<file path="src/sv/s2d_pkg.sv">
// ----------------------------------------------------------------------------
// s2d_pkg
// Widths, character codes and shared types of the decimal text converter.
// ----------------------------------------------------------------------------
package s2d_pkg;

  localparam int DATA_W      = 32;
  localparam int CHAR_W      = 8;
  localparam int NUM_DIGITS  = 10;
  localparam int MAX_CHARS   = NUM_DIGITS + 1;
  localparam int BCD_W       = NUM_DIGITS * 4;
  localparam int DIGIT_IDX_W = $clog2(NUM_DIGITS);
  localparam int CHAR_CNT_W  = $clog2(MAX_CHARS + 1);

  // Two magnitude bits are folded into the BCD register per cycle.
  localparam int CONV_STEPS  = DATA_W / 2;
  localparam int STEP_CNT_W  = $clog2(CONV_STEPS + 1);

  localparam int QUEUE_DEPTH_DEF = 2;

  localparam logic [CHAR_W-1:0] CHAR_ZERO  = 8'd48;
  localparam logic [CHAR_W-1:0] CHAR_MINUS = 8'd45;

  typedef struct packed {
    logic              neg;
    logic [DATA_W-1:0] mag;
  } job_t;

endpackage

</file>
<file path="src/sv/s2d_if.sv">
// ----------------------------------------------------------------------------
// s2d stream interfaces
// Valid/ready channels for the input numbers and the output characters.
// ----------------------------------------------------------------------------
interface s2d_num_if;
  logic                               valid;
  logic                               ready;
  logic signed [s2d_pkg::DATA_W-1:0]  value;

  modport source (output valid, output value, input ready);
  modport sink   (input valid, input value, output ready);
endinterface

interface s2d_text_if;
  logic                          valid;
  logic                          ready;
  logic [s2d_pkg::CHAR_W-1:0]    character;
  logic                          last;

  modport source (output valid, output character, output last, input ready);
  modport sink   (input valid, input character, input last, output ready);
endinterface

</file>
<file path="src/sv/signed_int_to_decimal_ascii.sv">
// ----------------------------------------------------------------------------
// signed_int_to_decimal_ascii
// Signed 32-bit integer to decimal ASCII text, one character per transaction.
// ----------------------------------------------------------------------------
//   Channel  Direction  Payload                  Transaction
//   num      in         value (32 bit, signed)   one number
//   text     out        character (8), last (1)  one character, last on final
//
// A number is taken from the queue in the idle state, converted in the
// two-bits-per-cycle binary-to-BCD converter, then sent one character per
// cycle while text is ready (1 to 11 characters); no new number is taken
// until its last character is sent. The job queue takes up to QUEUE_DEPTH
// numbers while the back end works or stalls.
// Reset empties the queue and returns the sequencer to idle.
// ----------------------------------------------------------------------------
module signed_int_to_decimal_ascii #(
  parameter int QUEUE_DEPTH = s2d_pkg::QUEUE_DEPTH_DEF
) (
  input  logic         clk,
  input  logic         rst,
  s2d_num_if.sink      num,
  s2d_text_if.source   text
);

  s2d_pkg::job_t  front_job;
  logic           front_valid;
  logic           front_ready;
  s2d_pkg::job_t  back_job;
  logic           back_valid;
  logic           back_ready;

  s2d_front u_front (
    .num       (num),
    .job       (front_job),
    .job_valid (front_valid),
    .job_ready (front_ready)
  );

  s2d_queue #(
    .DEPTH (QUEUE_DEPTH)
  ) u_queue (
    .clk        (clk),
    .rst        (rst),
    .push_job   (front_job),
    .push_valid (front_valid),
    .push_ready (front_ready),
    .pop_job    (back_job),
    .pop_valid  (back_valid),
    .pop_ready  (back_ready)
  );

  s2d_back u_back (
    .clk       (clk),
    .rst       (rst),
    .job       (back_job),
    .job_valid (back_valid),
    .job_ready (back_ready),
    .text      (text)
  );

endmodule

</file>
<file path="src/sv/s2d_front.sv">
// ----------------------------------------------------------------------------
// s2d_front
// Accepts numbers and splits each into a sign and an unsigned magnitude.
// ----------------------------------------------------------------------------
module s2d_front (
  s2d_num_if.sink        num,
  output s2d_pkg::job_t  job,
  output logic           job_valid,
  input  logic           job_ready
);

  logic [s2d_pkg::DATA_W-1:0] raw;

  // The magnitude is taken unsigned, so the most negative number stays exact.
  always_comb begin
    raw      = unsigned'(num.value);
    job.neg  = raw[s2d_pkg::DATA_W-1];
    job.mag  = job.neg ? (s2d_pkg::DATA_W'(0) - raw) : raw;
  end

  assign job_valid = num.valid;
  assign num.ready = job_ready;

endmodule

</file>
<file path="src/sv/s2d_queue.sv">
// ----------------------------------------------------------------------------
// s2d_queue
// Short first-in first-out queue of jobs between the front and back parts.
// ----------------------------------------------------------------------------
module s2d_queue #(
  parameter int DEPTH = s2d_pkg::QUEUE_DEPTH_DEF
) (
  input  logic           clk,
  input  logic           rst,
  input  s2d_pkg::job_t  push_job,
  input  logic           push_valid,
  output logic           push_ready,
  output s2d_pkg::job_t  pop_job,
  output logic           pop_valid,
  input  logic           pop_ready
);

  localparam int PTR_W = (DEPTH > 1) ? $clog2(DEPTH) : 1;
  localparam int CNT_W = $clog2(DEPTH + 1);

  s2d_pkg::job_t     slots [DEPTH];
  logic [PTR_W-1:0]  wr_ptr;
  logic [PTR_W-1:0]  rd_ptr;
  logic [CNT_W-1:0]  fill;
  logic              push;
  logic              pop;

  assign push_ready = (fill != CNT_W'(DEPTH));
  assign pop_valid  = (fill != '0);
  assign push       = push_valid && push_ready;
  assign pop        = pop_valid && pop_ready;
  assign pop_job    = slots[rd_ptr];

  always_ff @(posedge clk) begin
    if (push) begin
      slots[wr_ptr] <= push_job;
    end
  end

  always_ff @(posedge clk) begin
    if (rst) begin
      wr_ptr <= '0;
      rd_ptr <= '0;
      fill   <= '0;
    end else begin
      if (push) begin
        wr_ptr <= (wr_ptr == PTR_W'(DEPTH - 1)) ? '0 : wr_ptr + 1'b1;
      end
      if (pop) begin
        rd_ptr <= (rd_ptr == PTR_W'(DEPTH - 1)) ? '0 : rd_ptr + 1'b1;
      end
      if (push && !pop) begin
        fill <= fill + 1'b1;
      end else if (pop && !push) begin
        fill <= fill - 1'b1;
      end
    end
  end

endmodule

</file>
<file path="src/sv/s2d_back.sv">
// ----------------------------------------------------------------------------
// s2d_back
// Converts a magnitude to BCD by shift-and-add-three, then sends the sign and
// the significant digits one character per transaction.
// ----------------------------------------------------------------------------
module s2d_back (
  input  logic           clk,
  input  logic           rst,
  input  s2d_pkg::job_t  job,
  input  logic           job_valid,
  output logic           job_ready,
  s2d_text_if.source     text
);

  typedef enum logic [2:0] {
    ST_IDLE = 3'b001,
    ST_CONV = 3'b010,
    ST_EMIT = 3'b100
  } state_t;

  state_t                             state;
  logic [s2d_pkg::DATA_W-1:0]         shreg;
  logic [s2d_pkg::BCD_W-1:0]          bcd;
  logic [s2d_pkg::BCD_W-1:0]          bcd_next;
  logic                               neg_pend;
  logic [s2d_pkg::DIGIT_IDX_W-1:0]    ptr;
  logic [s2d_pkg::DIGIT_IDX_W-1:0]    top_idx;
  logic [s2d_pkg::STEP_CNT_W-1:0]     cnt;
  logic [3:0]                         digit;

  // One shift-and-add-three step: correct every digit, then shift a bit in.
  function automatic logic [s2d_pkg::BCD_W-1:0] dabble(
    input logic [s2d_pkg::BCD_W-1:0] b,
    input logic                      bin
  );
    logic [s2d_pkg::BCD_W-1:0] a;
    a = b;
    for (int i = 0; i < s2d_pkg::NUM_DIGITS; i++) begin
      if (a[i*4 +: 4] >= 4'd5) begin
        a[i*4 +: 4] = a[i*4 +: 4] + 4'd3;
      end
    end
    return {a[s2d_pkg::BCD_W-2:0], bin};
  endfunction

  always_comb begin
    bcd_next = dabble(dabble(bcd, shreg[s2d_pkg::DATA_W-1]), shreg[s2d_pkg::DATA_W-2]);
  end

  // Highest non-zero digit; zero itself leaves the units digit.
  always_comb begin
    top_idx = '0;
    for (int i = 1; i < s2d_pkg::NUM_DIGITS; i++) begin
      if (bcd[i*4 +: 4] != 4'd0) begin
        top_idx = s2d_pkg::DIGIT_IDX_W'(i);
      end
    end
  end

  assign digit          = bcd[{ptr, 2'b00} +: 4];
  assign job_ready      = (state == ST_IDLE);
  assign text.valid     = (state == ST_EMIT);
  assign text.character = neg_pend ? s2d_pkg::CHAR_MINUS
                                   : s2d_pkg::CHAR_ZERO + {4'b0000, digit};
  assign text.last      = !neg_pend && (ptr == '0);

  always_ff @(posedge clk) begin
    if (rst) begin
      state <= ST_IDLE;
    end else begin
      unique case (state)
        ST_IDLE: begin
          if (job_valid) begin
            state <= ST_CONV;
          end
        end
        ST_CONV: begin
          if (cnt == '0) begin
            state <= ST_EMIT;
          end
        end
        ST_EMIT: begin
          if (text.ready && !neg_pend && (ptr == '0)) begin
            state <= ST_IDLE;
          end
        end
        default: state <= ST_IDLE;
      endcase
    end
  end

  always_ff @(posedge clk) begin
    unique case (state)
      ST_IDLE: begin
        shreg    <= job.mag;
        bcd      <= '0;
        neg_pend <= job.neg;
        cnt      <= s2d_pkg::STEP_CNT_W'(s2d_pkg::CONV_STEPS);
      end
      ST_CONV: begin
        if (cnt != '0) begin
          bcd   <= bcd_next;
          shreg <= {shreg[s2d_pkg::DATA_W-3:0], 2'b00};
          cnt   <= cnt - 1'b1;
        end else begin
          ptr <= top_idx;
        end
      end
      ST_EMIT: begin
        if (text.ready) begin
          if (neg_pend) begin
            neg_pend <= 1'b0;
          end else if (ptr != '0) begin
            ptr <= ptr - 1'b1;
          end
        end
      end
      default: ;
    endcase
  end

endmodule

</file>
<file path="src/flat_wrapper.sv">
// flat-port wrapper written by rule: the top's interface ports become plain ports
module signed_int_to_decimal_ascii_flat 
#(
  parameter int QUEUE_DEPTH = s2d_pkg::QUEUE_DEPTH_DEF
)
  (clk, rst, num_valid, num_value, num_ready, text_valid, text_character, text_last, text_ready);
  s2d_num_if num_i ();
  s2d_text_if text_i ();
  input  logic clk;
  input  logic rst;
  input wire logic [$bits(num_i.valid)-1:0] num_valid;
  input wire logic [$bits(num_i.value)-1:0] num_value;
  output wire logic [$bits(num_i.ready)-1:0] num_ready;
  output wire logic [$bits(text_i.valid)-1:0] text_valid;
  output wire logic [$bits(text_i.character)-1:0] text_character;
  output wire logic [$bits(text_i.last)-1:0] text_last;
  input wire logic [$bits(text_i.ready)-1:0] text_ready;
  assign num_i.valid = num_valid;
  assign num_i.value = num_value;
  assign num_ready = num_i.ready;
  assign text_valid = text_i.valid;
  assign text_character = text_i.character;
  assign text_last = text_i.last;
  assign text_i.ready = text_ready;
  signed_int_to_decimal_ascii #(.QUEUE_DEPTH(QUEUE_DEPTH)) u_core (.clk(clk), .rst(rst), .num(num_i), .text(text_i));
endmodule
</file>
<file path="config.mk">
export PLATFORM = sky130hd
export DESIGN_NAME = signed_int_to_decimal_ascii_flat
export DESIGN_NICKNAME = d
export VERILOG_FILES = /design/src/sv/s2d_pkg.sv /design/src/sv/s2d_if.sv /design/src/sv/signed_int_to_decimal_ascii.sv /design/src/sv/s2d_front.sv /design/src/sv/s2d_queue.sv /design/src/sv/s2d_back.sv /design/src/flat_wrapper.sv
export SDC_FILE = /design/constraint.sdc
export NUM_CORES = 1
export LEC_CHECK = 0
export BUFFER_PORTS_ARGS = -buffer_cell sky130_fd_sc_hd__buf_4
export CORE_MARGIN = 2
export CORE_UTILIZATION = 50
export DETAILED_ROUTE_END_ITERATION = 6
export PLACE_DENSITY_LB_ADDON = 0.08
export SLEW_MARGIN = 5
export SYNTH_ARGS = -nofsm -noshare
export SYNTH_HDL_FRONTEND = slang
export SYNTH_SLANG_ARGS = --single-unit
</file>
<file path="constraint.sdc">
create_clock -name clk -period 5.2 [get_ports clk]
set_input_delay 0.52 -clock clk [delete_from_list [all_inputs] [get_ports clk]]
set_output_delay 0.52 -clock clk [all_outputs]
set_load 0.02 [all_outputs]
</file>
# [Yosys cells after proc, flatten, opt, wreduce, memory -nomap -nowiden]
# Memory sizes are Yosys's and may differ from the RTL's. A register that Yosys moved wholly into a read port is not among the register bits.
# Cells that the tools add are included.
[word_totals] register_bits=89 latch_bits=0 mem_bits_rw=66 mem_bits_ro=0 inputBits=36 output_inout_bits=11 word_cells=159 n_memories=1
[mem_list] memory="u_core.u_queue.slots" words=2 width=33 read_ports=1 rd_ports_with_merged_regs=1 wr=1 line_no="s2d_queue.sv:21" text="s2d_pkg::job_t slots [DEPTH];"
[op_classes] addsub=28 n_mul=0 n_div=0 n_lt_le_gt_ge=20 n_eq_ne=12 shifts=1 n_mux=56 n_bitwise=0 reduce_logical=32
[op_table] cell="$mux 4" count=30
[op_table] cell="$ge 4x3->1 const B" count=20
[op_table] cell="$pmux 40 s2" count=1
[op_table] cell="$add 4x2->4 const B" count=18
[op_table] cell="$mux 32" count=2
[op_table] cell="$pmux 32 s2" count=1
[op_table] cell="$mux 40" count=1
[op_table] cell="$reduce_bool 4->1" count=10
[op_table] cell="$shiftx 40x7->4" count=1
[op_table] cell="$sub 1x32->32 const A" count=1
[op_table] cell="$mux 3" count=5
[op_table] cell="$ne 2x2->1 const B" count=6
[op_table] cell="$pmux 5 s2" count=1
[op_table] cell="$reduce_bool 2->1" count=5
[op_table] cell="$pmux 3 s3" count=1
[op_table] cell="$mux 1" count=8
[op_table] cell="$pmux 4 s2" count=1
[op_table] cell="$add 6x4->7 const A" count=1
[op_table] cell="$logic_and 1x1->1" count=7
[op_table] cell="$mux 7" count=1
[op_table] cell="$add 3x2->3 const B" count=2
[op_table] cell="$ne 2x1->1 const B" count=3
[op_table] cell="$logic_not 5->1" count=1
[op_table] cell="$mux 5" count=1
[op_table] cell="other kinds (16)" count=21

# [Depth between registers and ports, before layout]
[logic_depth] depth_word=12 mapped_depth=11 ltp_nobuf=11

# [By module]
# A second synthesis with hierarchy kept.
[hier_totals] hier_cells=921 hier_area_um2=9580.4
[by_module_without_submodules] mod="s2d_back" instances=1 cells_per_inst=695 area_each_um2=6269.8 seq_area_each_um2=2522.4
[by_module_without_submodules] mod="s2d_queue" instances=1 cells_per_inst=127 area_each_um2=2596.2 seq_area_each_um2=2082.0
[by_module_without_submodules] mod="s2d_front" instances=1 cells_per_inst=99 area_each_um2=714.4 seq_area_each_um2=0.0

# [Worst setup path after synthesis]
# No wires, ideal clock.
[synth_timing] kind="reg-to-reg" start="register u_core.u_back.state[0]" end="register u_core.u_back.bcd[0] (netlist name) (enable)" setup_time_ns=0.437 arrival_ns=2.621 required_ns=4.763 path_slack_ns=2.142 path_stages_with_launch=6 n_path_buf=1 period_less_slack_ns=3.058 cell_sequence="dfxtp_1 > nor2_1 > nand2_1 > clkbuf_1 > a31o_2 > nand2_1"
[synth_via] elab_chain_cells=3 elab_cells_between_ends=5 cone_classes="eq/ne: 3; reduce/logical: 2"
[synth_rtl] item="from (decl)" line_no="s2d_back.sv:21" text="state_t state;"
[synth_rtl] item="from (signal assigned)" line_no="s2d_back.sv:69" text="state <= ST_IDLE;"
[synth_rtl] item="from (signal assigned)" line_no="s2d_back.sv:74" text="state <= ST_CONV;"
[synth_rtl] item="from (signal assigned)" line_no="s2d_back.sv:79" text="state <= ST_EMIT;"
[synth_rtl] item="$eq 3x2->1 / $eq 3x1->1 (equally long branches)" line_no="s2d_back.sv:93" text="unique case (state)"
[synth_rtl] item="$ne 2x2->1 (no line) / $reduce_bool 2->1 (equally long branches)"
[synth_rtl] item="$reduce_and 2->1 (no line) (*)"
[synth_rtl] item="to (signal assigned)" line_no="s2d_back.sv:102" text="bcd <= bcd_next;"
[synth_rtl] item="to (decl)" line_no="s2d_back.sv:23" text="logic [s2d_pkg::BCD_W-1:0] bcd;"
# Every way passes the cells marked *; elsewhere a longest branch is shown, timed or not.
# A chain may end at the register's enable or synchronous reset.

# [Worst setup path after layout]
[layout_timing] start="register u_core.u_back.ptr[0] (netlist name)" end="output port text_character[1]"
[layout_via] elab_chain_cells=3
[layout_rtl] item="from (decl)" line_no="s2d_back.sv:26" text="logic [s2d_pkg::DIGIT_IDX_W-1:0] ptr;"
[layout_rtl] item="from (signal assigned)" line_no="s2d_back.sv:106" text="ptr <= top_idx;"
[layout_rtl] item="from (signal assigned)" line_no="s2d_back.sv:114" text="ptr <= ptr - 1'b1;"
[layout_rtl] item="$shiftx 40x7->4" line_no="s2d_back.sv:60" text="assign digit = bcd[{ptr, 2'b00} +: 4];"
[layout_rtl] item="$add 6x4->7" line_no="s2d_back.sv:64" text=": s2d_pkg::CHAR_ZERO + {4'b0000, digit};"
[layout_rtl] item="$mux 7" line_no="s2d_back.sv:63" text="assign text.character = neg_pend ? s2d_pkg::CHAR_MINUS"
[layout_rtl] item="to (decl)" line_no="flat_wrapper.sv:15" text="output wire logic [$bits(text_i.character)-1:0] text_character;"
# No other way between the ends.

==> results.toml <==
[floorplanning]
die_area_um2 = 19800
fp.dieW_um = 141
num_io_pins = 47
initial_utilization = 0.515
dieHeight_um = 141
std_cell_rows = 49
coreArea_um2 = 18100

[setup_path]
cp_data_required_time_ns = 4.68
cp_data_arrival_time_ns = 2.43
end_kind = "output port"
worst-setup-path-type = "register to output port"
critPathLaunchType = "register"
path_max_fanout = 16

[routing]
route.detailed.drc = 0
routed_wire_length_per_instance_um = 16.8
avgViaCountPerCell = 5.90
antenna_violating_nets_remaining = 0
detailroute.via_count = 6804
drt_iter0_drc = 387
dr.pass1.iters = 5
wirelength_mm = 19.4

[sta]
final_max_slew_viol_count = 0
rsz0062_at_grt = "false"
timing.final.hold_violations = 0
setup_viol = 0
final.setup.tns_ns = 0
slew_of_the_pin_with_the_lowest_slew_margin_ns = 1.10
slew_headroom = 0.263
fin_ws_ns = 2.25
timing.final.crit_period_ns = 2.95
clock-skew-final_ns = 0.0126
fin_crit_sh = 0.567
fin_worst_hold_slack_ns = 0.298
fmax_ghz = 0.339

[clock_network]
clock_insertion_delay_worst_skew_ns = 0.43
cts_setup_buffers = 0
clk_pin_slew_ns = 0.07
cts-root-to-sink-buffers = 2
clockRootBuffer = "sky130_fd_sc_hd__clkbuf_16"
cts_hold_buf = 0
cts-buffers-inserted = 17
clock_sinks = 156
tritoncts = "built"
h-tree-depth = 4
count_of_cells_resized_by_post_cts_repair = 0

[power_and_ir_drop]
clkPwrFrac = 0.206
p_int_uw = 3630
power_per_cell_area_nw_per_um2 = 585
share_comb_of_total_power = 0.420
power.net_switching_uw = 2480
p_leak_uw = 0.00375
power.ir.vdd_worst_mv = 0.314
seqPwrFrac = 0.374
net_sw_frac = 0.406

[yosys]
seq_area_frac_synth = 0.493
synth_area_per_cell_um2 = 10.6
synth.cell_area_um2 = 9340
synth_enable_flop_cells = 148
yosys_warnings = 0
asyncSetResetFlopFracSynth = 0
synth.distinct_cells = 56
postSynthCellCount = 882
postSynth.topFlopCell = "sky130_fd_sc_hd__edfxtp_1"
synth_seq_cells = 156

[hold_path]
min_delay_worst_type = "input pin to register"

[status]
run_status = "finished, final reports clean"

[flow_run]
maxCapViolCount = 0

[finish]
nets = 986
final_layout_size_suffix_gt1_frac = 0.126
antenna-diode-count = 0
area_delta_synth_final_pct = 11.7

[placed_design]
io_buffer_count = 43
hpwlAfterDp_mm = 13.4
detailedPlace.worstSlack_ns = 2.51
routability_congestion_estimate_from_global_placement = 0.788

[global_routing]
global_route.overflow_total = 0
grt_pass1_wl_mm = 31.7
antenna_violations_before_repair = 0
grt_pass1_vias = 6725
grt_use_total = 0.197
largest_net_degree_at_the_start_of_global_routing = 78
worst max-delay path: stages (launching register included):
cell and delay [ns]:
sky130_fd_sc_hd__edfxtp_1 0.85, sky130_fd_sc_hd__mux4_2 0.60, sky130_fd_sc_hd__nor2_1 0.10, sky130_fd_sc_hd__a211oi_1 0.06, sky130_fd_sc_hd__nor3_1 0.20, sky130_fd_sc_hd__buf_4 0.17
registers in the layout, summed over array words and instances, names as in the netlist, named ones only:
register,cells
u_core.u_queue.rd_ptr,1
u_core.u_back.bcd,40
u_core.u_back.neg_pend,1
u_core.u_back.shreg,32
u_core.u_back.state,3
u_core.u_queue.fill,2
u_core.u_back.cnt,5
u_core.u_queue.slots,66
u_core.u_queue.wr_ptr,1
u_core.u_back.ptr,4
cell type report:
class	instances	area [um2]
Sequential cell	156	4610
Inverter	45	169
Fill cell	1516	7720
Timing Repair Buffer	47	353
Multi-Input combinational cell	645	4420
Tap cell	229	287
Clock inverter	15	174
Clock buffer	17	425
synth_stat cells, types with 20 or more instances:
cell,n,area (um2)
sky130_fd_sc_hd__o21ai_0,72,360
sky130_fd_sc_hd__xnor2_1,39,342
sky130_fd_sc_hd__a211oi_1,20,150
sky130_fd_sc_hd__clkbuf_1,23,86.3
sky130_fd_sc_hd__nand2_1,86,323
sky130_fd_sc_hd__mux2i_1,47,470
sky130_fd_sc_hd__nor2_1,70,263
sky130_fd_sc_hd__edfxtp_1,148,4440
sky130_fd_sc_hd__a21oi_1,42,210
sky130_fd_sc_hd__ha_1,38,475
sky130_fd_sc_hd__o31ai_1,20,150
sky130_fd_sc_hd__inv_1,45,169
path summary, 6_finish.rpt:
kind / endpoint / slack [ns] / cells past startpoint / start
worst min-delay path: u_core.u_queue.fill[1]$_SDFFE_PP0P_ / 0.30 / 2 / rst
worst max register to register: u_core.u_back.bcd[30]$_SDFFCE_PN0P_ / 2.51 / 10 / u_core.u_back.bcd[28]$_SDFFCE_PN0P_
worst min register to register: u_core.u_queue.rd_ptr$_SDFFE_PP0P_ / 0.51 / 2 / u_core.u_queue.rd_ptr$_SDFFE_PP0P_
worst max-delay path: text_character[1] / 2.25 / 5 / u_core.u_back.ptr[0]$_DFFE_PP_
placed cells by master (no fill, tap or decap), types with 4 or more instances in the layout:
master,count
sky130_fd_sc_hd__nor2_1,69
sky130_fd_sc_hd__inv_1,45
sky130_fd_sc_hd__mux2_2,8
sky130_fd_sc_hd__a21oi_1,42
sky130_fd_sc_hd__a32o_1,4
sky130_fd_sc_hd__o211ai_1,4
sky130_fd_sc_hd__nand3b_1,4
sky130_fd_sc_hd__mux2i_1,47
sky130_fd_sc_hd__nor4_1,6
sky130_fd_sc_hd__nor3_1,17
sky130_fd_sc_hd__and3_1,4
sky130_fd_sc_hd__or3_1,16
sky130_fd_sc_hd__nand3_1,12
sky130_fd_sc_hd__o21ai_0,72
sky130_fd_sc_hd__or2_2,7
sky130_fd_sc_hd__o221ai_1,4
sky130_fd_sc_hd__nand2b_1,14
sky130_fd_sc_hd__inv_6,6
sky130_fd_sc_hd__buf_4,47
sky130_fd_sc_hd__a211oi_1,20
sky130_fd_sc_hd__mux4_2,8
sky130_fd_sc_hd__dfxtp_1,7
sky130_fd_sc_hd__nand2_1,85
sky130_fd_sc_hd__a211o_1,4
sky130_fd_sc_hd__or4_1,8
sky130_fd_sc_hd__nor3b_1,16
sky130_fd_sc_hd__o31ai_1,20
sky130_fd_sc_hd__o31a_1,5
sky130_fd_sc_hd__ha_1,38
sky130_fd_sc_hd__and2_1,7
sky130_fd_sc_hd__xor2_1,6
sky130_fd_sc_hd__nor2b_1,11
sky130_fd_sc_hd__xnor2_1,39
sky130_fd_sc_hd__edfxtp_1,148
sky130_fd_sc_hd__a221oi_1,4
sky130_fd_sc_hd__clkbuf_16,17
sky130_fd_sc_hd__a21o_1,7
stage by stage:
stage,cell area (um2),utilization,std cells,total power [uW]
3_3_place_gp,9830,0.542,1122,4680
3_5_place_dp,9830,0.542,1122,4850
6_report,10400,0.575,1154,6110
5_1_grt,10400,0.575,1154,6530
2_1_floorplan,9340,-,883,4200
4_1_cts,10400,0.575,1154,6130
power groups by stage:
stage	combinational [uW]	sequential (uW)	clock [uW]
6_report	2560	2290	1260
5_1_grt	2860	2340	1330
4_1_cts	2560	2290	1280
3_5_place_dp	2540	2310	0
3_3_place_gp	2390	2290	0
2_1_floorplan	2030	2170	0
layer usage:
layer  global-route usage  routed length [um]  up-vias
met3               0.0350                 698       28
met4               0.0611                 316        0
met5                    0                   0        -
met2                0.352                9680      168
met1                0.245                8670     3275
li1                     -                   -     3333
logic make-up after synthesis:
kind of cell / Yosys count / share of synthesized area
flops: 156 / 0.493
fa+ha+maj: 38 / 0.0509
mux: 63 / 0.0793
simple gates: 290 / 0.155
other cells: 2 / 0.000804
buf+inv: 82 / 0.0359
compound gates: 206 / 0.143
xor+xnor: 45 / 0.0422
Power figures use the tool's default switching activity.
